===== src/design/rbd_pkg.sv =====
`default_nettype none

package rbd_pkg;

  // field widths
  localparam int unsigned ReasonW   = 8;
  localparam int unsigned RetryW    = 16;
  localparam int unsigned RandW     = 32;
  localparam int unsigned DelayW    = 32;
  localparam int unsigned CapW      = 30;
  localparam int unsigned ShiftW    = 5;
  localparam int unsigned CfgIdxW   = 2;
  localparam int unsigned InDataW   = ReasonW + RetryW + RandW;

  // jitter divisor is 2W, with W = base >> 2 (base[CapW-1:2] with a zero below it)
  localparam int unsigned DvsrW     = CapW - 1;
  localparam int unsigned NumCells  = RandW;

  localparam logic [CapW-1:0]   BaseUnitMs   = CapW'(1000);
  // 1000 << 21 exceeds any 30-bit cap
  localparam logic [ShiftW-1:0] MaxFreeShift = ShiftW'(20);

  localparam logic [CapW-1:0]   LinkCapRst   = CapW'(60000);
  localparam logic [CapW-1:0]   SecCapRst    = CapW'(300000);
  localparam logic [ShiftW-1:0] ShiftLimRst  = ShiftW'(6);

  typedef enum logic [CfgIdxW-1:0] {
    CFG_LINK_CAP  = 2'd0,
    CFG_SEC_CAP   = 2'd1,
    CFG_SHIFT_LIM = 2'd2,
    CFG_UNUSED    = 2'd3
  } cfg_idx_e;

  // data handed from cell to cell of the remainder chain
  typedef struct packed {
    logic [DvsrW-1:0] rem;
    logic [RandW-1:0] dvd;
    logic [DvsrW-1:0] dvsr;
    logic [CapW-1:0]  base;
    logic             sec;
  } rbd_stage_t;

  function automatic logic is_security_reason(input logic [ReasonW-1:0] code);
    logic res;
    unique case (code)
      8'd2,
      8'd14, 8'd15, 8'd16, 8'd17, 8'd18, 8'd19, 8'd20,
      8'd23, 8'd24, 8'd29, 8'd49,
      8'd202, 8'd203, 8'd204, 8'd210, 8'd211: res = 1'b1;
      default:                                res = 1'b0;
    endcase
    return res;
  endfunction

endpackage

`default_nettype wire


===== src/design/rbd_front.sv =====
`default_nettype none

module rbd_front (
  input  wire                          clk_i,
  input  wire                          rst_ni,
  input  wire                          adv_i,
  input  wire                          valid_i,
  input  wire  [rbd_pkg::ReasonW-1:0]  reason_code_i,
  input  wire  [rbd_pkg::RetryW-1:0]   retry_count_i,
  input  wire  [rbd_pkg::RandW-1:0]    random_word_i,
  input  wire  [rbd_pkg::CapW-1:0]     link_cap_i,
  input  wire  [rbd_pkg::CapW-1:0]     sec_cap_i,
  input  wire  [rbd_pkg::ShiftW-1:0]   shift_lim_i,
  output logic                         valid_o,
  output rbd_pkg::rbd_stage_t          stage_o
);
  import rbd_pkg::*;

  logic                sec;
  logic [RetryW-1:0]   retry_m1;
  logic [ShiftW-1:0]   eff_shift;
  logic [CapW-1:0]     cap;
  logic [CapW-1:0]     raw;
  logic [CapW-1:0]     base;
  logic                valid_q;
  rbd_stage_t          stage_d;
  rbd_stage_t          stage_q;

  always_comb begin
    sec       = is_security_reason(reason_code_i);
    retry_m1  = retry_count_i - RetryW'(1);
    eff_shift = (retry_m1 > RetryW'(shift_lim_i)) ? shift_lim_i : retry_m1[ShiftW-1:0];
    cap       = sec ? sec_cap_i : link_cap_i;
    raw       = BaseUnitMs << eff_shift;
    if (retry_count_i == '0) begin
      base = '0;
    end else if (eff_shift > MaxFreeShift) begin
      base = cap;
    end else begin
      base = (raw > cap) ? cap : raw;
    end
    stage_d.rem  = '0;
    stage_d.dvd  = random_word_i;
    stage_d.dvsr = {base[CapW-1:2], 1'b0};
    stage_d.base = base;
    stage_d.sec  = sec;
  end

  always_ff @(posedge clk_i or negedge rst_ni) begin
    if (!rst_ni) begin
      valid_q <= 1'b0;
    end else if (adv_i) begin
      valid_q <= valid_i;
    end
  end

  always_ff @(posedge clk_i) begin
    if (adv_i) begin
      stage_q <= stage_d;
    end
  end

  assign valid_o = valid_q;
  assign stage_o = stage_q;

endmodule

`default_nettype wire


===== src/design/rbd_mod_cell.sv =====
`default_nettype none

module rbd_mod_cell (
  input  wire                  clk_i,
  input  wire                  rst_ni,
  input  wire                  adv_i,
  input  wire                  valid_i,
  input  wire rbd_pkg::rbd_stage_t stage_i,
  output logic                 valid_o,
  output rbd_pkg::rbd_stage_t  stage_o
);
  import rbd_pkg::*;

  logic [DvsrW:0]   shifted;
  logic [DvsrW+1:0] diff;
  rbd_stage_t       stage_d;
  rbd_stage_t       stage_q;
  logic             valid_q;

  // one restoring step: bring in the next dividend bit, subtract if it fits
  always_comb begin
    shifted      = {stage_i.rem, stage_i.dvd[RandW-1]};
    diff         = {1'b0, shifted} - {2'b0, stage_i.dvsr};
    stage_d      = stage_i;
    stage_d.dvd  = {stage_i.dvd[RandW-2:0], 1'b0};
    stage_d.rem  = diff[DvsrW+1] ? shifted[DvsrW-1:0] : diff[DvsrW-1:0];
  end

  always_ff @(posedge clk_i or negedge rst_ni) begin
    if (!rst_ni) begin
      valid_q <= 1'b0;
    end else if (adv_i) begin
      valid_q <= valid_i;
    end
  end

  always_ff @(posedge clk_i) begin
    if (adv_i) begin
      stage_q <= stage_d;
    end
  end

  assign valid_o = valid_q;
  assign stage_o = stage_q;

endmodule

`default_nettype wire


===== src/design/reconnect_backoff_delay_unit.sv =====
// Reconnect backoff delay unit: exponential backoff with jitter.
// Input stream (s_axis_*): one transaction per disconnect event, tdata holds
// reason_code [7:0], retry_count [23:8] and random_word [55:24].
// Output stream (m_axis_*): one transaction per input, tdata holds delay_ms
// and tuser holds is_security.
// Config channel (cfg_*): index 0 link cap, 1 security cap, 2 shift limit;
// always ready, write only while no transaction is in flight.
// Pipeline: the edge that accepts an input loads classification and base into
// the front register, then the 32 cells of the remainder chain take one dividend
// bit each, and the output register takes the final sum.
// Throughput: one transaction per cycle; the whole pipeline advances
// together, so a new input is taken every cycle the output is free or taken.
// Stall: while the output holds a result and m_axis_tready_i is low, the
// pipeline freezes and s_axis_tready_o drops; nothing is lost.
// Reset: all valid bits clear, the registers return to 60000 / 300000 / 6.
`default_nettype none

module reconnect_backoff_delay_unit (
  input  wire                          clk_i,
  input  wire                          rst_ni,
  input  wire                          s_axis_tvalid_i,
  output logic                         s_axis_tready_o,
  // reason_code [7:0], retry_count [23:8], random_word [55:24]
  input  wire  [rbd_pkg::InDataW-1:0]  s_axis_tdata_i,
  output logic                         m_axis_tvalid_o,
  input  wire                          m_axis_tready_i,
  // delay_ms [31:0]
  output logic [rbd_pkg::DelayW-1:0]   m_axis_tdata_o,
  // is_security [0]
  output logic                         m_axis_tuser_o,
  input  wire                          cfg_valid_i,
  output logic                         cfg_ready_o,
  input  wire  [rbd_pkg::CfgIdxW-1:0]  cfg_index_i,
  input  wire  [rbd_pkg::CapW-1:0]     cfg_data_i
);
  import rbd_pkg::*;

  logic [CapW-1:0]   link_cap_q;
  logic [CapW-1:0]   sec_cap_q;
  logic [ShiftW-1:0] shift_lim_q;
  logic              adv;
  logic              out_valid_q;
  logic [DelayW-1:0] delay_d;
  logic [DelayW-1:0] delay_q;
  logic              sec_q;
  logic [CapW-3:0]   win;

  rbd_stage_t        chain   [NumCells+1];
  logic              chain_v [NumCells+1];
  rbd_stage_t        last;

  assign cfg_ready_o     = 1'b1;
  assign adv             = !out_valid_q || m_axis_tready_i;
  assign s_axis_tready_o = adv;

  always_ff @(posedge clk_i or negedge rst_ni) begin
    if (!rst_ni) begin
      link_cap_q  <= LinkCapRst;
      sec_cap_q   <= SecCapRst;
      shift_lim_q <= ShiftLimRst;
    end else if (cfg_valid_i) begin
      unique case (cfg_idx_e'(cfg_index_i))
        CFG_LINK_CAP:  link_cap_q  <= cfg_data_i;
        CFG_SEC_CAP:   sec_cap_q   <= cfg_data_i;
        CFG_SHIFT_LIM: shift_lim_q <= cfg_data_i[ShiftW-1:0];
        default: ;
      endcase
    end
  end

  rbd_front u_front (
    .clk_i         (clk_i),
    .rst_ni        (rst_ni),
    .adv_i         (adv),
    .valid_i       (s_axis_tvalid_i),
    .reason_code_i (s_axis_tdata_i[ReasonW-1:0]),
    .retry_count_i (s_axis_tdata_i[ReasonW+RetryW-1:ReasonW]),
    .random_word_i (s_axis_tdata_i[InDataW-1:ReasonW+RetryW]),
    .link_cap_i    (link_cap_q),
    .sec_cap_i     (sec_cap_q),
    .shift_lim_i   (shift_lim_q),
    .valid_o       (chain_v[0]),
    .stage_o       (chain[0])
  );

  for (genvar i = 0; i < NumCells; i++) begin : g_cell
    rbd_mod_cell u_cell (
      .clk_i   (clk_i),
      .rst_ni  (rst_ni),
      .adv_i   (adv),
      .valid_i (chain_v[i]),
      .stage_i (chain[i]),
      .valid_o (chain_v[i+1]),
      .stage_o (chain[i+1])
    );
  end

  assign last = chain[NumCells];

  // base + (rnd mod 2W) - W, or base alone when W is zero; never below zero and never past 2^31
  always_comb begin
    win = last.base[CapW-1:2];
    if (win == '0) begin
      delay_d = DelayW'(last.base);
    end else begin
      delay_d = DelayW'(last.base) + DelayW'(last.rem) - DelayW'(win);
    end
  end

  always_ff @(posedge clk_i or negedge rst_ni) begin
    if (!rst_ni) begin
      out_valid_q <= 1'b0;
    end else if (adv) begin
      out_valid_q <= chain_v[NumCells];
    end
  end

  always_ff @(posedge clk_i) begin
    if (adv) begin
      delay_q <= delay_d;
      sec_q   <= last.sec;
    end
  end

  assign m_axis_tvalid_o = out_valid_q;
  assign m_axis_tdata_o  = delay_q;
  assign m_axis_tuser_o  = sec_q;

`ifndef ASSERT_OFF
  a_stall_only_on_backpressure: assert property (@(posedge clk_i) disable iff (!rst_ni)
    !s_axis_tready_o |-> (m_axis_tvalid_o && !m_axis_tready_i))
    else $error("input stalled without output backpressure");

  a_rem_below_divisor: assert property (@(posedge clk_i) disable iff (!rst_ni)
    (chain_v[NumCells] && last.dvsr != '0) |-> (last.rem < last.dvsr))
    else $error("remainder chain left a value not below the divisor");

  a_delay_bounded: assert property (@(posedge clk_i) disable iff (!rst_ni)
    m_axis_tvalid_o |-> (m_axis_tdata_o < 32'h5000_0000))
    else $error("delay beyond base plus window");

  a_base_within_cap: assert property (@(posedge clk_i) disable iff (!rst_ni)
    chain_v[0] |-> (chain[0].base <= (chain[0].sec ? sec_cap_q : link_cap_q)))
    else $error("base delay above selected cap");
`endif

endmodule

`default_nettype wire

===== config.mk =====
export PLATFORM = sky130hd
export DESIGN_NAME = reconnect_backoff_delay_unit
export DESIGN_NICKNAME = d
export VERILOG_FILES = /design/src/design/rbd_pkg.sv /design/src/design/rbd_front.sv /design/src/design/rbd_mod_cell.sv /design/src/design/reconnect_backoff_delay_unit.sv
export SDC_FILE = /design/constraint.sdc
export NUM_CORES = 2
export LEC_CHECK = 0
export ABC_AREA = 0
export BUFFER_PORTS_ARGS = -buffer_cell sky130_fd_sc_hd__buf_2
export CORE_ASPECT_RATIO = 1.5
export CORE_UTILIZATION = 69
export CTS_CLUSTER_DIAMETER = 40
export DETAILED_ROUTE_END_ITERATION = 16
export PLACE_DENSITY_LB_ADDON = 0.2
export SLEW_MARGIN = 20
export SYNTH_ARGS = -nofsm -noshare
export SYNTH_HDL_FRONTEND = slang
export SYNTH_SLANG_ARGS = --single-unit

===== constraint.sdc =====
create_clock -name clk_i -period 107.3 [get_ports clk_i]
set_clock_uncertainty 0.1 [all_clocks]
set_input_delay 0 -clock clk_i [delete_from_list [all_inputs] [get_ports clk_i]]
set_output_delay 0 -clock clk_i [all_outputs]
set_load 0.05 [all_outputs]

==> results.json <==
{
  "first_pass_iters": 10,
  "route.detailed.drc": 0,
  "synthArstFlopShare": 0.0379,
  "overflow": 0,
  "die_h_um": 547,
  "yosysMostFrequentCell": "edfxtp_1",
  "cts_made_buffers": 280,
  "gp_congestion": 0.940,
  "synth_top_family_by_area": "compound AO/OA/AOI/OAI gates",
  "synth_seq_cells": 2611,
  "clk_pin_slew_ns": 0.07,
  "synthFlopType": "edfxtp_1",
  "synth_fa_ha_area_frac": 0.0943,
  "nNetsFinal": 12800,
  "port_buffers": 127,
  "max_stage_delay_ns": 0.81,
  "worstPathRequired_ns": 107.70,
  "worstSetupPathType": "flip-flop to flip-flop",
  "wl_per_cell_um": 22.7,
  "grtUsageTotal": 0.330,
  "grt_max_degree": 169,
  "synth_common_cells": "2512 x edfxtp_1, 1207 x inv_1, 936 x ha_1",
  "setup_tns_ns": 0,
  "status": "finished, final reports clean",
  "fillers": 11600,
  "max_freq_ghz": 0.148,
  "antenna_found_initial": 5,
  "synth_xor_area_frac": 0.0439,
  "grt_pass1_vias": 95100,
  "fin_area_um2": 151000,
  "dr_total_vias": 90800,
  "die_area_um2": 200000,
  "die_x_um": 365,
  "area_growth_pct": 10.7,
  "cap_violations": 0,
  "ys_seq_area_frac": 0.570,
  "io_pins": 129,
  "muxShareOfSynthArea": 0.0457,
  "rsz0062_at_grt": "no",
  "synth_edf_count": 2512,
  "endpoint_kind": "flip-flop",
  "cp-start-kind": "flip-flop",
  "drtIter0Drc": 7210,
  "synth-simple-area-share": 0.0787,
  "rows": 199,
  "clock_sinks": 2611,
  "path_max_fanout": 168,
  "hold_viol_final": 0,
  "synth_top_area_share": 0.552,
  "grt_pass1_wl_um": 510000,
  "clockBufferDepth": 4,
  "netlist_instances": 11300,
  "setup_ws_ns": 100.56,
  "synth-compound-area-share": 0.128,
  "clock_latency_ns": 0.88,
  "hold_path_class": "primary input to flip-flop",
  "placed_area_um2": 141000,
  "drv_slew": 0,
  "initial_core_util": 0.696,
  "cts_resized": 0,
  "synth.distinct_cells": 101,
  "crit_top_cell": "buf_4",
  "core_region_area_um2": 196000,
  "cts-root-buf": "clkbuf_16",
  "drive_gt1_frac": 0.106,
  "antenna_left": 0,
  "dpl_worst_slack_ns": 100.34,
  "path_cells": "nor2b_2, buf_4, inv_8, buf_12, buf_4, buf_4, buf_4, buf_4, buf_4, buf_16",
  "crit_arrival_ns": 7.14,
  "htree_levels": 5,
  "routed_wl_um": 331000,
  "fin_crit_sh": 0.0628,
  "setup_violations": 0,
  "fin_crit_ns": 6.74,
  "syn-cell-area_um2": 137000,
  "ys_top_cells_by_area": "edfxtp_1 55%, ha_1 8.6%, mux2_2 3.7%",
  "place_hpwl_um": 232000,
  "relSlewSlack": 0.221,
  "routed_via_density": 6.23,
  "yosys.area.top_type": "edfxtp_1",
  "postCtsSetupRepairBufs": 0,
  "tightestPinTransition_ns": 1.16,
  "synth.avg_cell_area_um2": 12.1,
  "slowest_stage": "buf_4",
  "ys_warn_count": 0,
  "cts_tree": "done"
}
cell type report:
class | count | area, um2 | area share
timing repair buffer | 360 | 2830 | 0.0187
antenna | 2 | 5.00 | 0.0000331
sequential | 2611 | 77900 | 0.515
inverter | 1208 | 4540 | 0.0300
multi-input combinational | 7285 | 53600 | 0.354
tap | 2613 | 3270 | 0.0216
clock buffer | 322 | 7300 | 0.0482
clock inverter | 178 | 1870 | 0.0124
path summary, 6_finish.rpt:
path / start / endpoint / slack, ns / cells after the start
worst max-delay path: m_axis_tvalid_o / m_axis_tdata_o[0] / 100.56 / 10
worst min-delay path: s_axis_tdata_i[17] / u_front.stage_o[54] / 0.08 / 7
worst max register to register: m_axis_tvalid_o / m_axis_tdata_o[0] / 100.56 / 10
worst min register to register: g_cell[1].u_cell.stage_o[67] / g_cell[2].u_cell.stage_o[68] / 0.30 / 0
max in group asynchronous: rst_ni / shift_lim_q[3] / 105.96 / 4
min in group asynchronous: rst_ni / link_cap_q[9] / 0.49 / 3
worst max-delay path: cells and delay by family, from the launching register on:
family	cells	cell delay, ns
flip-flops	1	0.39
buffers and inverters	9	5.24
AND/OR/NAND/NOR	1	0.15
placed cells by master (no fill, tap or decap), types with 353 or more instances in the layout:
cell,Yosys,final
a21o_1,353,353
a21oi_1,873,873
edfxtp_1,2512,2512
ha_1,936,936
inv_1,1207,1206
mux2_2,451,451
nand2_1,571,570
nor2_1,781,779
o21ai_0,575,574
xnor2_1,414,414
cells by family (layout without fill, tap and decap cells):
| family | after synthesis | count (layout) |
|---|---|---|
| adder cells (fa/ha/maj) | 995 | 995 |
| multiplexers | 558 | 558 |
| XOR/XNOR | 685 | 685 |
| AO/OA/AOI/OAI | 2753 | 2753 |
| flip-flops | 2611 | 2611 |
| other | 2 | 16 |
| AND/OR/NAND/NOR | 2280 | 2280 |
| buffers and inverters | 1399 | 2068 |
repair_timing:
item | in CTS | in global routing
setup endpoints to repair | 0 | 0
endpoints found under the hold margin | 212 | 0
hold buffers | 147 | 0
routing by layer:
| metal | wire, um | global-route usage | vias up |
|---|---|---|---|
| met4 | 27900 | 0.243 | 0 |
| met2 | 182000 | 0.632 | 3069 |
| met5 | 0 | 0 | - |
| li1 | - | - | 42400 |
| met1 | 106000 | 0.312 | 44000 |
| met3 | 14400 | 0.0496 | 1340 |
sequential cells by signal, indices dropped and copies added (netlist names):
register	flops
m_axis_tuser_o	1
sec_cap_q	30
shift_lim_q	5
g_cell.u_cell.stage_o	2416
g_cell.u_cell.valid_o	32
m_axis_tvalid_o	1
m_axis_tdata_o	32
u_front.valid_o	1
link_cap_q	30
u_front.stage_o	63
stage by stage:
step	util	hold slack (ns)	std cells
final	0.770	0.0818	14600
after global routing	0.770	0.108	14600
after CTS	0.770	0.00525	14600
after detailed placement	0.716	0.0723	13900
after global placement	0.716	0.0588	13900
after floorplan	-	-0.396	11300
Power is not shown: default switching activity piles up to over one toggle a cycle in this logic, so the estimate is an artifact.
